$ cat src/design/uart16_ram.sv
// generic single-write, single-read ram with registered read
module uart16_ram #(
   parameter int WIDTH = 8,
   parameter int DEPTH = 16
) (
   input  logic                                  clock,
   input  logic                                  we,
   input  logic [(DEPTH > 1 ? $clog2(DEPTH) : 1)-1:0] waddr,
   input  logic [WIDTH-1:0]                      wdata,
   input  logic [(DEPTH > 1 ? $clog2(DEPTH) : 1)-1:0] raddr,
   output logic [WIDTH-1:0]                      rdata
);
   logic [WIDTH-1:0] mem [DEPTH];

   always_ff @(posedge clock) begin
      if (we) begin
         mem[waddr] <= wdata;
      end
      rdata <= mem[raddr];
   end
endmodule

$ cat config.mk
export PLATFORM = sky130hd
export DESIGN_NAME = uart16_ram
export DESIGN_NICKNAME = d
export VERILOG_FILES = /design/src/design/uart16_ram.sv
export SDC_FILE = /design/constraint.sdc
export NUM_CORES = 1
export LEC_CHECK = 0
export BUFFER_PORTS_ARGS = -buffer_cell sky130_fd_sc_hd__buf_2
export CAP_MARGIN = 20
export CORE_MARGIN = 1
export CORE_UTILIZATION = 50
export DETAILED_ROUTE_END_ITERATION = 7
export PLACE_DENSITY_LB_ADDON = 0.25
export SLEW_MARGIN = 20
export SYNTH_ARGS = -nofsm -noshare
export SYNTH_HDL_FRONTEND = slang
export SYNTH_SLANG_ARGS = --single-unit
$ cat constraint.sdc
create_clock -name clock -period 2.7 [get_ports clock]
set_input_delay 0.54 -clock clock [delete_from_list [all_inputs] [get_ports clock]]
set_output_delay 0.54 -clock clock [all_outputs]
set_load 0.1 [all_outputs]
==> results of run 1 <==
-- through the flow --
step / power, mW / util
2_1_floorplan: 2.637 / -
3_3_place_gp: 2.733 / 0.5583
3_5_place_dp: 2.739 / 0.5583
4_1_cts: 5.108 / 0.6218
5_1_grt: 5.212 / 0.6218
6_report: 5.080 / 0.6218
-- layer usage --
layer | vias to the layer above | GRT usage | wire [microns]
li1 | 1082 | - | -
met1 | 1322 | 0.2842 | 4387
met2 | 96 | 0.3138 | 4788
met3 | 7 | 0.04839 | 679
met4 | 0 | 0.09209 | 88
met5 | - | 0 | 0
-- path summary, 6_finish.rpt --
kind	from	end	cells after the start
worst min-delay path	wdata[1]	mem[4][1]	1
worst max-delay path	rdata[6]	rdata[6]	1
worst min register to register	mem[2][6]	rdata[6]	3
worst max register to register	mem[1][3]	rdata[3]	3
-- cells by family (layout without fill, tap and decap cells) --
logic type,count (synthesis),count (layout),share of synthesized area
AND/OR/NAND/NOR,35,35,0.03184
multiplexers,32,32,0.1502
AO/OA/AOI/OAI,16,16,0.02334
flip-flops,136,136,0.7778
buffers and inverters,10,76,0.01677
-- flip-flops by register name, summed over array words and instances, names as in the netlist --
| register | flops |
|---|---|
| rdata | 8 |
| mem | 128 |
-- cells in the mapped netlist (all sizes together) --
| master | count | area [sq um] |
|---|---|---|
| edfxtp | 128 | 3844 |
| mux4 | 32 | 773.2 |
| a22oi | 16 | 120.1 |
| nor2 | 13 | 48.80 |
| nand2 | 9 | 33.78 |
| dfxtp | 8 | 160.2 |
| buf | 7 | 56.30 |
| nor3 | 4 | 20.02 |
| clkdlybuf4s25 | 3 | 30.03 |
| nand2b | 2 | 12.51 |
| nand3b | 2 | 15.01 |
| and2 | 1 | 6.260 |
| and2b | 1 | 7.510 |
| nand3 | 1 | 5.000 |
| nor2b | 1 | 6.260 |
| or3b | 1 | 8.760 |
-- report_power, final --
group | internal, mW | switching (mW)
Combinational | 0.0928 | 0.224
Sequential | 2.36 | 0.0142
Clock | 1.53 | 0.854
Total | 3.99 | 1.09
-- cells in the final DEF, fill, tap and decap left out, types with 3 or more instances in the layout --
cell type	n
sky130_fd_sc_hd__a22oi_1	16
sky130_fd_sc_hd__buf_2	25
sky130_fd_sc_hd__buf_4	18
sky130_fd_sc_hd__bufinv_16	4
sky130_fd_sc_hd__clkbuf_16	16
sky130_fd_sc_hd__clkinvlp_4	4
sky130_fd_sc_hd__dfxtp_1	8
sky130_fd_sc_hd__edfxtp_1	128
sky130_fd_sc_hd__inv_6	3
sky130_fd_sc_hd__mux4_1	14
sky130_fd_sc_hd__mux4_2	18
sky130_fd_sc_hd__nand2_1	9
sky130_fd_sc_hd__nor2_1	13
sky130_fd_sc_hd__nor3_1	4
-- area by class of cell --
cell class / instances / area, sq um
Sequential cell: 136 / 4004
Fill cell: 675 / 3731
Multi-Input combinational cell: 83 / 1057
Clock buffer: 19 / 431.7
Timing Repair Buffer: 44 / 280.3
Clock inverter: 13 / 193.9
Tap cell: 133 / 166.4
==> impl_summary.md, run 1 <==
Worst setup path
The maximum single-stage delay on the critical path is between 0.4 and 0.5 ns. STA puts the critical path data arrival time at between 1 and 1.5 ns. The sort of element at the end of the critical path is an output port.

The worst setup path is of the reg2out kind. STA classifies the critical path startpoint as a flop. Among cell families on the critical path, the largest total delay comes from buffers and inverters.

The slack of the worst reg-to-reg path is 1.26 ns. The slowest stage cell on the critical path is sky130_fd_sc_hd__buf_2. The number of buffers and inverters on the critical path is 1. The required time of the worst setup path is ~2.2 ns. In this run the worst path has a maximum fanout of 1. The critical path goes through buf_2.

Power and ir drop
The static leakage power is 2.091 nW. IR analysis of the VDD net gives a maximum drop of between 500 and 600 uV. Dividing total power by cell area gives a power density of about 830 mW/mm^2.

Clock network
The number of buffers added for setup after CTS is 0. The total of cells resized after clock tree synthesis is 0. The later pin in the worst-skew pair is clocked with a latency of between 0.5 and 0.6 ns. TritonCTS created 17 clock buffers. The maximum root-to-sink buffer count is 2. The CTS tree is built.

Clock tree synthesis found a total of around 140 sinks. Clock-pin slew was measured on the worst setup and hold paths at 0.06 ns. The number of hold buffers added after CTS was 0.

The depth of the CTS H-tree is 4. The cell sitting at the root of the clock tree is a sky130_fd_sc_hd__clkbuf_8.

Placement
Before CTS, the worst setup slack after placement is 0.5671 ns. At the end of routability-driven placement, the weighted congestion stood at 0.7942. The instance area after placement is 0.005508 sq mm.

After detailed placement, the design holds a cell count of 396. Summed over all nets, the half-perimeter wirelength after detailed placement is 6285 microns. In this run the tool buffered the top-level ports with 25 buffer cells.

Synthesis
The count of different cell masters after synthesis is 19. The average cell area after synthesis is 22.48 sq um. The share of synthesized area occupied by flip-flops and latches is 0.7778. During synthesis, Yosys emitted a total of 0 warnings.

Synthesis inferred 136 register bits. The synthesized area is 0.005147 sq mm. When the netlist entered floorplanning its net count stood at ~250. The number of cells produced by synthesis is 229.

STA
The maximum clock frequency is 0.5447 GHz. The share of the clock period used by the worst path after layout is 0.6800. The transition at the pin with the smallest max-transition slack is 0.7720 ns. Setup violations remaining at the end of the flow were counted as 0.

The worst hold margin is 0.4153 ns. The worst slew margin relative to its limit is 0.4843. For the finished layout, the period the worst path requires is 1.836 ns. The clock tree skew after final layout is 0.01633 ns. Setup repair after global routing left no endpoint under its margin. The max-slew violation total from the final report is 0. The setup TNS is 0 ns. The worst path setup slack after routing is 0.8640 ns. The hold violation total from the final report is 0.

Cells and area
The area growth from synthesis to layout is 19.15%. The cell area after layout is 0.006133 sq mm. The repair_antennas step left the layout with diodes totalling 0. The final standard cell count with taps included and fillers excluded is 428. The layout cell share with drive strength beyond 1 is 0.3186. The final layout contains 300 nets.

Detailed routing
The first TritonRoute pass finished after 4 iterations. Once detail routing completed, the nets flagged for antenna violations numbered 0. Wires add up to 9943 microns. Using the TritonRoute via totals, the vias-per-cell ratio works out to 5.857. Dividing the detail-routed wire length by the instance count gives about 23 microns. After detailed routing, the number of remaining DRC violations is 0. After the first detailed-routing iteration, the DRC count stood at 148. The count of vias placed by the detailed router is 2507.

Floorplanning
The overall die width is 103.5 microns. The total area inside the core boundary comes to 0.009864 sq mm. The overall die area is 0.01071 sq mm.

The die is 103.5 microns tall. For this design the top-level I/O count stands at 26. The total number of placement rows is 36. The effective utilization at floorplan is 0.5218.

Global route
The final global-route overflow total is 0. The number of global-route vias before repair was approximately 2500. In the global route stage, overall resource usage came out at 0.2053.

Entering global routing, the biggest net connects 28 pins. The initial antenna violation count came to 0. The global-route wire length before repair is 14660 microns.

Flow run
The tool flagged a number of max-cap violations equal to 0.

Hold path
The path class of the lowest-slack min-delay path is in2reg.

Status
The flow ran to the end, and the final reports show no timing, DRC or antenna violations.
No activity file was read; power rests on OpenSTA's default activity.
==> inputs of run 2 (changes only) <==
Settings changed: ABC_AREA set to 1.
Clock period 2.7 ns to 1.8 ns, I/O delays scaled along.
==> run 2 against run 1 <==
  * Utilization decreased by 0.88 points
  * Clock power increased by 54%
  * Combinational power increased by 84%
  * Register-to-register slack got worse by 0.48 ns
  * Cell count increased by 75%
  * Clock skew decreased by 0.0082 ns
  * Critical endpoint unchanged
  * Largest cell class unchanged
==> impl_summary.md, run 2 <==
Clock network
The clock tree root driver cell is sky130_fd_sc_hd__clkbuf_16 (was sky130_fd_sc_hd__clkbuf_8). The maximum root-to-sink buffer count came to 2 (unchanged). The number of buffers added for setup after CTS is 0 (unchanged). The CTS tree is built (unchanged). The depth of the CTS H-tree is 4 (unchanged).

The number of clock sinks seen by CTS is 136 (unchanged). The source-to-sink clock delay at the later pin of the worst-skew pair was 0.41 ns (was 0.52 ns). The clock transition at the register clock pins on the worst setup and hold paths after CTS is 0.06 ns (about the same).

The clock buffer count from CTS is 17 (unchanged). The number of hold buffers added after cts is 0 (unchanged). The total of cells resized after clock tree synthesis is 0 (unchanged).

Placement
The placed wire-length estimate after detailed placement is 7883 microns (was 6285 microns). The final weighted congestion of routability-driven global placement came to 0.8392 (was 0.7942). The number of port buffers is 25 (unchanged).

Worst setup path
The startpoint class of the critical path was a flop (unchanged). The kind of cell adding the most delay to the critical path is buffers and inverters (unchanged). The slowest stage cell on the critical path is sky130_fd_sc_hd__buf_2 (unchanged).

The worst path arrival time is 1.17 ns (was 1.30 ns). The sort of element at the end of the critical path is an output port (unchanged). The maximum single-stage delay on the critical path is 0.43 ns (was 0.44 ns). Ordered cell list for the critical path: buf_2 (unchanged). The class of the most critical setup path is reg2out (unchanged). The number of buffers and inverters on the critical path is 1 (unchanged). The biggest fanout along the worst timing path was 1 (unchanged).

The required time of the worst setup path was 1.44 ns (was 2.16 ns).

Power and ir drop
The switching fraction of total power is 0.2190 (was 0.2150). The cell-internal power is 6.119 mW (was 3.988 mW). The switching power is 1.715 mW (was 1.092 mW).

The sequential fraction of design power is 0.454 (was 0.467). The share of power burned in the clock network is 0.471 (was 0.470). The power per cell area is 1159 mW/mm^2 (was 828.3 mW/mm^2). The static leakage power is 2.963 nW (was 2.091 nW). The combinational share of power is 0.074 (was 0.062). The maximum VDD drop came to 654.1 uV (was 522.7 uV).

Global route
The all-layer global routing usage is 0.2335 (was 0.2053). The final global-route overflow total was 0 (unchanged). The pin count of the biggest net entering global routing is 33 (was 28). The number of global-route vias before repair was 3685 (was 2504). The initial antenna violation count is 0 (unchanged). The global-route wire length before repair is 19460 microns (was 14660 microns).

Synthesis
The post-synth net total is 569 (was 247). The total of warnings raised by yosys was 0 (unchanged). The share of synthesized area occupied by flip-flops and latches is 0.6943 (was 0.7778). Cell types occupying the most area after synthesis: sky130_fd_sc_hd__edfxtp_1 67%, sky130_fd_sc_hd__nand2_1 11%, sky130_fd_sc_hd__nand3_1 8.4% (was sky130_fd_sc_hd__edfxtp_1 75%, sky130_fd_sc_hd__mux4_2 7.9%, sky130_fd_sc_hd__mux4_1 7.1%).

The number of enable flip-flop cells after synthesis is 128 (unchanged). The count of different cell masters after synthesis is 12 (was 19). The top flip-flop cell by instance count after synthesis is sky130_fd_sc_hd__edfxtp_1 (unchanged).

The most repeated cell in the gate-level netlist after synthesis was sky130_fd_sc_hd__nand2_1 (was sky130_fd_sc_hd__edfxtp_1). The share of the synthesized area in the top cell type is 0.6665 (was 0.7467). The count of state elements after synthesis came to 136 (unchanged). The synthesized area is 0.005767 sq mm (was 0.005147 sq mm). The number of cells produced by synthesis is 551 (was 229).

The average cell area after synthesis was 10.47 sq um (was 22.48 sq um). The share of synthesized registers carrying an async set or reset is 0 (unchanged). Leading post-synthesis cells by instance count: 173 x sky130_fd_sc_hd__nand2_1, 128 x sky130_fd_sc_hd__edfxtp_1, 100 x sky130_fd_sc_hd__inv_1 (was 128 x sky130_fd_sc_hd__edfxtp_1, 18 x sky130_fd_sc_hd__mux4_2, 16 x sky130_fd_sc_hd__a22oi_1). The biggest area consumer among synthesized cells is sky130_fd_sc_hd__edfxtp_1 (unchanged).

Hold path
The path class of the lowest-slack min-delay path was in2reg (unchanged).

Detailed routing
The number of nets with antenna violations after routing is 0 (unchanged). The total wire length after detailed routing is 12500 microns (was 9943 microns). The highest routing layer actually used is met4 (unchanged). The wire length per cell came to 16.67 microns (was 23.23 microns). The first-iteration detailed-routing DRC count is 299 (was 148). The met2 wire length is 6397 microns (was 4788 microns).

The post-route DRC violation count is 0 (unchanged). The sum of met3 wire segment lengths after detailed routing is 904 microns (was 679 microns). The count of vias placed by the detailed router is 3825 (was 2507). The total iterations of the first detailed-routing run is 5 (was 4).

The detailed-route wire length on metal 1 is 4996 microns (was 4387 microns). The detailed-route vias per instance came to 5.100 (was 5.857).

Cells and area
The post-layout net count came to 616 (was 300). The layout cell share with drive strength beyond 1 is 0.1361 (was 0.3186). The layout filler cell count is 919 (was 675).

The area added between synthesis and finish was 17.25% (was 19.15%). Biggest registers after layout: mem: 128 flops, rdata: 8 flops (unchanged). Most frequent cells in the layout: 173 x sky130_fd_sc_hd__nand2_1, 128 x sky130_fd_sc_hd__edfxtp_1, 100 x sky130_fd_sc_hd__inv_1 (was 128 x sky130_fd_sc_hd__edfxtp_1, 25 x sky130_fd_sc_hd__buf_2, 18 x sky130_fd_sc_hd__mux4_2, 18 x sky130_fd_sc_hd__buf_4). The flip-flop count of the largest register after layout was 128 (unchanged).

The largest register by flop count is mem (unchanged). The number of inserted diodes is 0 (unchanged). The final core utilization is 0.6130 (was 0.6218). The most common cell after layout, fill and taps aside is sky130_fd_sc_hd__nand2_1 (was sky130_fd_sc_hd__edfxtp_1).

Status
Result of the run: complete, no violations (unchanged).

STA
The max-slew violation total from the final report is 0 (unchanged). Of the available clock period, the critical path in the final layout requires 0.8527. The transition at the pin with the smallest max-transition slack is 0.5359 ns (was 0.7720 ns). The total setup violations reported at the end of the flow is 0 (unchanged). The setup TNS is 0 ns (unchanged).

The minimum clock period is 1.535 ns. The clock tree skew after final layout was 0.008159 ns (was 0.01633 ns). The worst slew margin relative to its limit is 0.6424 (was 0.4843). The hold violation total from the final report is 0 (unchanged). The maximum clock frequency is about 0.65 GHz. Setup repair after global routing missed its margin: no (unchanged). The worst hold margin was 0.3248 ns (was 0.4153 ns).

Flow run
The max-capacitance violation count is 0 (unchanged).

Floorplanning
The effective utilization at floorplan is 0.5228 (was 0.5218). The vertical die dimension is 109.4 microns (was 103.5 microns). The overall die area was 0.01197 sq mm (was 0.01071 sq mm). The placeable core region is 0.01103 sq mm (was 0.009864 sq mm). The overall die width came to 109.4 microns (was 103.5 microns). The number of I/O pins is 26 (unchanged). The total number of placement rows is 38 (was 36).
run 2: kinds of logic after synthesis:
kind of cell | synth area share
flip-flops | 0.6943
buffers and inverters | 0.09525
AND/OR/NAND/NOR | 0.2105
run 2: final cells by class:
cell class | instances | area [sq um] | area share
Clock inverter | 13 | 203.9 | 0.03016
Multi-Input combinational cell | 289 | 1214 | 0.1795
Inverter | 102 | 382.9 | 0.05662
Sequential cell | 136 | 4004 | 0.5922
Timing Repair Buffer | 52 | 352.8 | 0.05218
Clock buffer | 18 | 429.2 | 0.06347
Tap cell | 140 | 175.2 | 0.02591
run 2: path summary, 6_finish.rpt:
check / to / slack (ns) / cells after the start / startpoint
min reg2reg: rdata[0] / 0.68 / 6 / mem[15][0]
min: rdata[6] / 0.32 / 3 / raddr[3]
max reg2reg: rdata[2] / 0.78 / 6 / mem[1][2]
max: rdata[6] / 0.27 / 1 / rdata[6]
run 2: power groups by stage:
stage / Clock [mW] / Sequential, mW / Combinational [mW]
finish: 3.69 / 3.56 / 0.583
global route: 3.85 / 3.57 / 0.633
CTS: 3.72 / 3.56 / 0.588
detailed placement: 0 / 3.63 / 0.584
global placement: 0 / 3.63 / 0.576
floorplan: 0 / 3.77 / 0.250
run 2: per-layer routing:
layer	GRT usage	vias up
li1	-	1862
met1	0.2949	1791
met2	0.3976	154
met3	0.04149	18
met4	0.09810	0
met5	0	-
run 2: stage by stage:
step / total power [mW] / std cells / area (sq um) / setup WS, ns
2_1_floorplan: 4.023 / 551 / 5767 / 0.4892
3_3_place_gp: 4.201 / 719 / 6128 / 0.3222
3_5_place_dp: 4.212 / 719 / 6128 / 0.3093
4_1_cts: 7.875 / 750 / 6761 / 0.2312
5_1_grt: 8.053 / 750 / 6761 / 0.2241
6_report: 7.835 / 750 / 6761 / 0.2651
==> inputs of run 3 (changes only) <==
Settings changed: ABC_AREA 1 to unset.
==> run 3 against run 2 <==
  * Sequential share of layout area up 5.5 points
  * Critical endpoint is now rdata[1]
  * Power is 3.9% lower
  * Die area down 11%
  * Worst setup slack worse by 0.13 ns
  * Utilization rose by 1.4 points
  * Clock power shrank 6.0%
  * Clock skew up 0.00080 ns
  * Critical path type unchanged
  * First-iteration DRC count decreased by 37%
  * Combinational power is 15% lower
  * Critical path depth stayed put
  * Routed wire length shrank 21%
==> impl_summary.md, run 3 (synthesized netlist as in run 1, its figures left out) <==
Status
Result of the run: complete, no violations (unchanged).

Power and ir drop
The sequential fraction of design power is 0.473 (was 0.454). The static leakage power is 2.122 nW (was 2.963 nW). The maximum VDD drop came to 721.5 uV (was 654.1 uV). The share of power burned in the clock network came to 0.461 (was 0.471).

The switching power is 1.600 mW (was 1.715 mW). The combinational share of power came to 0.066 (was 0.074). The power per cell area was 1216 mW/mm^2 (was 1159 mW/mm^2). The switching fraction of total power is 0.2125 (was 0.2190). The cell-internal power is 5.927 mW (was 6.119 mW).

Worst setup path
The kind of cell adding the most delay to the critical path is buffers and inverters (unchanged). Ordered cell list for the critical path: buf_2 (unchanged). The required time of the worst setup path came to 1.44 ns (about the same).

The maximum single-stage delay on the critical path was 0.44 ns (was 0.43 ns). The startpoint of the lowest-slack register-to-register path is mem[9][2] (was mem[1][2]). The startpoint of the most critical setup path is rdata[1] (was rdata[6]).

The sort of element at the end of the critical path is an output port (unchanged). The worst path arrival time is 1.31 ns (was 1.17 ns). The class of the most critical setup path is reg2out (unchanged). The number of buffers and inverters on the critical path is 1 (unchanged). The slowest stage cell on the critical path is sky130_fd_sc_hd__buf_2 (unchanged). The biggest fanout along the worst timing path is 1 (unchanged). The startpoint class of the critical path was a flop (unchanged).

Floorplanning
The total number of placement rows came to 36 (was 38). The number of I/O pins is 26 (unchanged). The effective utilization at floorplan is 0.5218 (was 0.5228). The vertical die dimension is 103.5 microns (was 109.4 microns). The placeable core region is 0.009864 sq mm (was 0.01103 sq mm). The overall die width came to 103.5 microns (was 109.4 microns). The overall die area is 0.01071 sq mm (was 0.01197 sq mm).

Cells and area
The cell area after layout came to 0.006187 sq mm (was 0.006761 sq mm). The number of inserted diodes is 0 (unchanged). The layout cell share with drive strength beyond 1 came to 0.3233 (was 0.1361). The area added between synthesis and finish is 20.20% (was 17.25%). The flip-flop count of the largest register after layout is 128 (unchanged). Most frequent cells in the layout: 128 x sky130_fd_sc_hd__edfxtp_1, 25 x sky130_fd_sc_hd__buf_2, 20 x sky130_fd_sc_hd__buf_4 (was 173 x sky130_fd_sc_hd__nand2_1, 128 x sky130_fd_sc_hd__edfxtp_1, 100 x sky130_fd_sc_hd__inv_1). Biggest registers after layout: mem: 128 flops, rdata: 8 flops (unchanged). The post-layout net count was 305 (was 616). The most common cell after layout, fill and taps aside is sky130_fd_sc_hd__edfxtp_1 (was sky130_fd_sc_hd__nand2_1).

The largest register by flop count was mem (unchanged).

Placement
The placed wire-length estimate after detailed placement was 6256 microns (was 7883 microns). The number of port buffers was 25 (unchanged). The final weighted congestion of routability-driven global placement is 0.7766 (was 0.8392). The instance area after placement is 0.005588 sq mm (was 0.006128 sq mm).

Detailed routing
The wire length per cell is 22.68 microns (was 16.67 microns). The number of nets with antenna violations after routing was 0 (unchanged). The post-route DRC violation count is 0 (unchanged). The total wire length after detailed routing is 9822 microns (was 12500 microns). The count of vias placed by the detailed router is 2464 (was 3825).

The detailed-route vias per instance is 5.691 (was 5.100). The total iterations of the first detailed-routing run is 4 (was 5). The first-iteration detailed-routing DRC count is 189 (was 299).

Hold path
The path class of the lowest-slack min-delay path is in2reg (unchanged). The launch point of the worst hold path is wdata[4] (was raddr[3]).

Clock network
The source-to-sink clock delay at the later pin of the worst-skew pair came to 0.51 ns (was 0.41 ns). The depth of the CTS H-tree is 4 (unchanged). The CTS tree is built (unchanged). The maximum root-to-sink buffer count is 2 (unchanged). The number of buffers added for setup after CTS was 0 (unchanged). The clock tree root driver cell is sky130_fd_sc_hd__clkbuf_8 (was sky130_fd_sc_hd__clkbuf_16). The number of clock sinks seen by CTS came to 136 (unchanged).

The clock buffer count from CTS is 17 (unchanged). The number of hold buffers added after cts is 0 (unchanged). The total of cells resized after clock tree synthesis came to 0 (unchanged).

The clock transition at the register clock pins on the worst setup and hold paths after CTS is 0.06 ns (about the same).

STA
The setup TNS is 0 ns (unchanged). The total setup violations reported at the end of the flow is 0 (unchanged). The maximum clock frequency was 0.6004 GHz (was 0.6515 GHz). The share of the clock period used by the worst path after layout was 0.9253 (was 0.8527). The worst slew margin relative to its limit came to 0.5245 (was 0.6424).

The max-slew violation total from the final report is 0 (unchanged). The transition at the pin with the smallest max-transition slack is 0.7119 ns (was 0.5359 ns). The minimum clock period is 1.666 ns (was 1.535 ns). The hold violation total from the final report is 0 (unchanged). The clock tree skew after final layout is 0.008963 ns (was 0.008159 ns). Setup repair after global routing missed its margin: no (unchanged).

Global route
The initial antenna violation count came to 0 (unchanged). The all-layer global routing usage is 0.2070 (was 0.2335). The global-route wire length before repair is 14690 microns (was 19460 microns). The number of global-route vias before repair is 2467 (was 3685). The final global-route overflow total was 0 (unchanged).

The pin count of the biggest net entering global routing was 21 (was 33).

Flow run
The max-capacitance violation count is 0 (unchanged).
## run 3: per-layer routing
| layer | vias to the layer above | part of all wire | global-route usage |
|---|---|---|---|
| met1 | 1294 | 0.45 | 0.2856 |
| met5 | - | 0 | 0 |
| met2 | 76 | 0.50 | 0.3164 |
| met4 | 0 | 0.0082 | 0.1040 |
| li1 | 1088 | - | - |
| met3 | 6 | 0.042 | 0.04435 |
## run 3: metrics by stage
stage / hold WS [ns] / std cells / power [mW] / utilization / setup WS, ns
2_1_floorplan: 0.4589 / 229 / 3.956 / - / 0.1739
3_3_place_gp: 0.6495 / 401 / 4.114 / 0.5665 / -0.03725
3_5_place_dp: 0.6658 / 401 / 4.125 / 0.5665 / -0.06417
4_1_cts: 0.2167 / 433 / 7.580 / 0.6272 / 0.1056
5_1_grt: 0.2261 / 433 / 7.745 / 0.6272 / 0.08510
6_report: 0.2320 / 433 / 7.526 / 0.6272 / 0.1345
## run 3: path summary, 6_finish.rpt
check | cells after the start | to | slack (ns)
worst max-delay path | 1 | rdata[1] | 0.13
worst min-delay path | 1 | mem[6][4] | 0.23
worst max register to register | 3 | rdata[2] | 0.42
worst min register to register | 3 | rdata[7] | 0.68
## run 3: final cells by class
class | count | area, sq um
repair buffers | 49 | 355.3
well taps | 133 | 166.4
fillers | 668 | 3677
flip-flops and latches | 136 | 4004
clock inverters | 14 | 181.4
clock buffers | 18 | 417.9
multi-input cells | 83 | 1062
## run 3: power groups by stage
stage                     Sequential, mW  Combinational, mW  Clock (mW)
after floorplan                     3.78              0.180           0
after global placement              3.62              0.491           0
after detailed placement            3.63              0.499           0
after CTS                           3.56              0.501        3.52
after global routing                3.57              0.525        3.65
final                               3.56              0.495        3.47
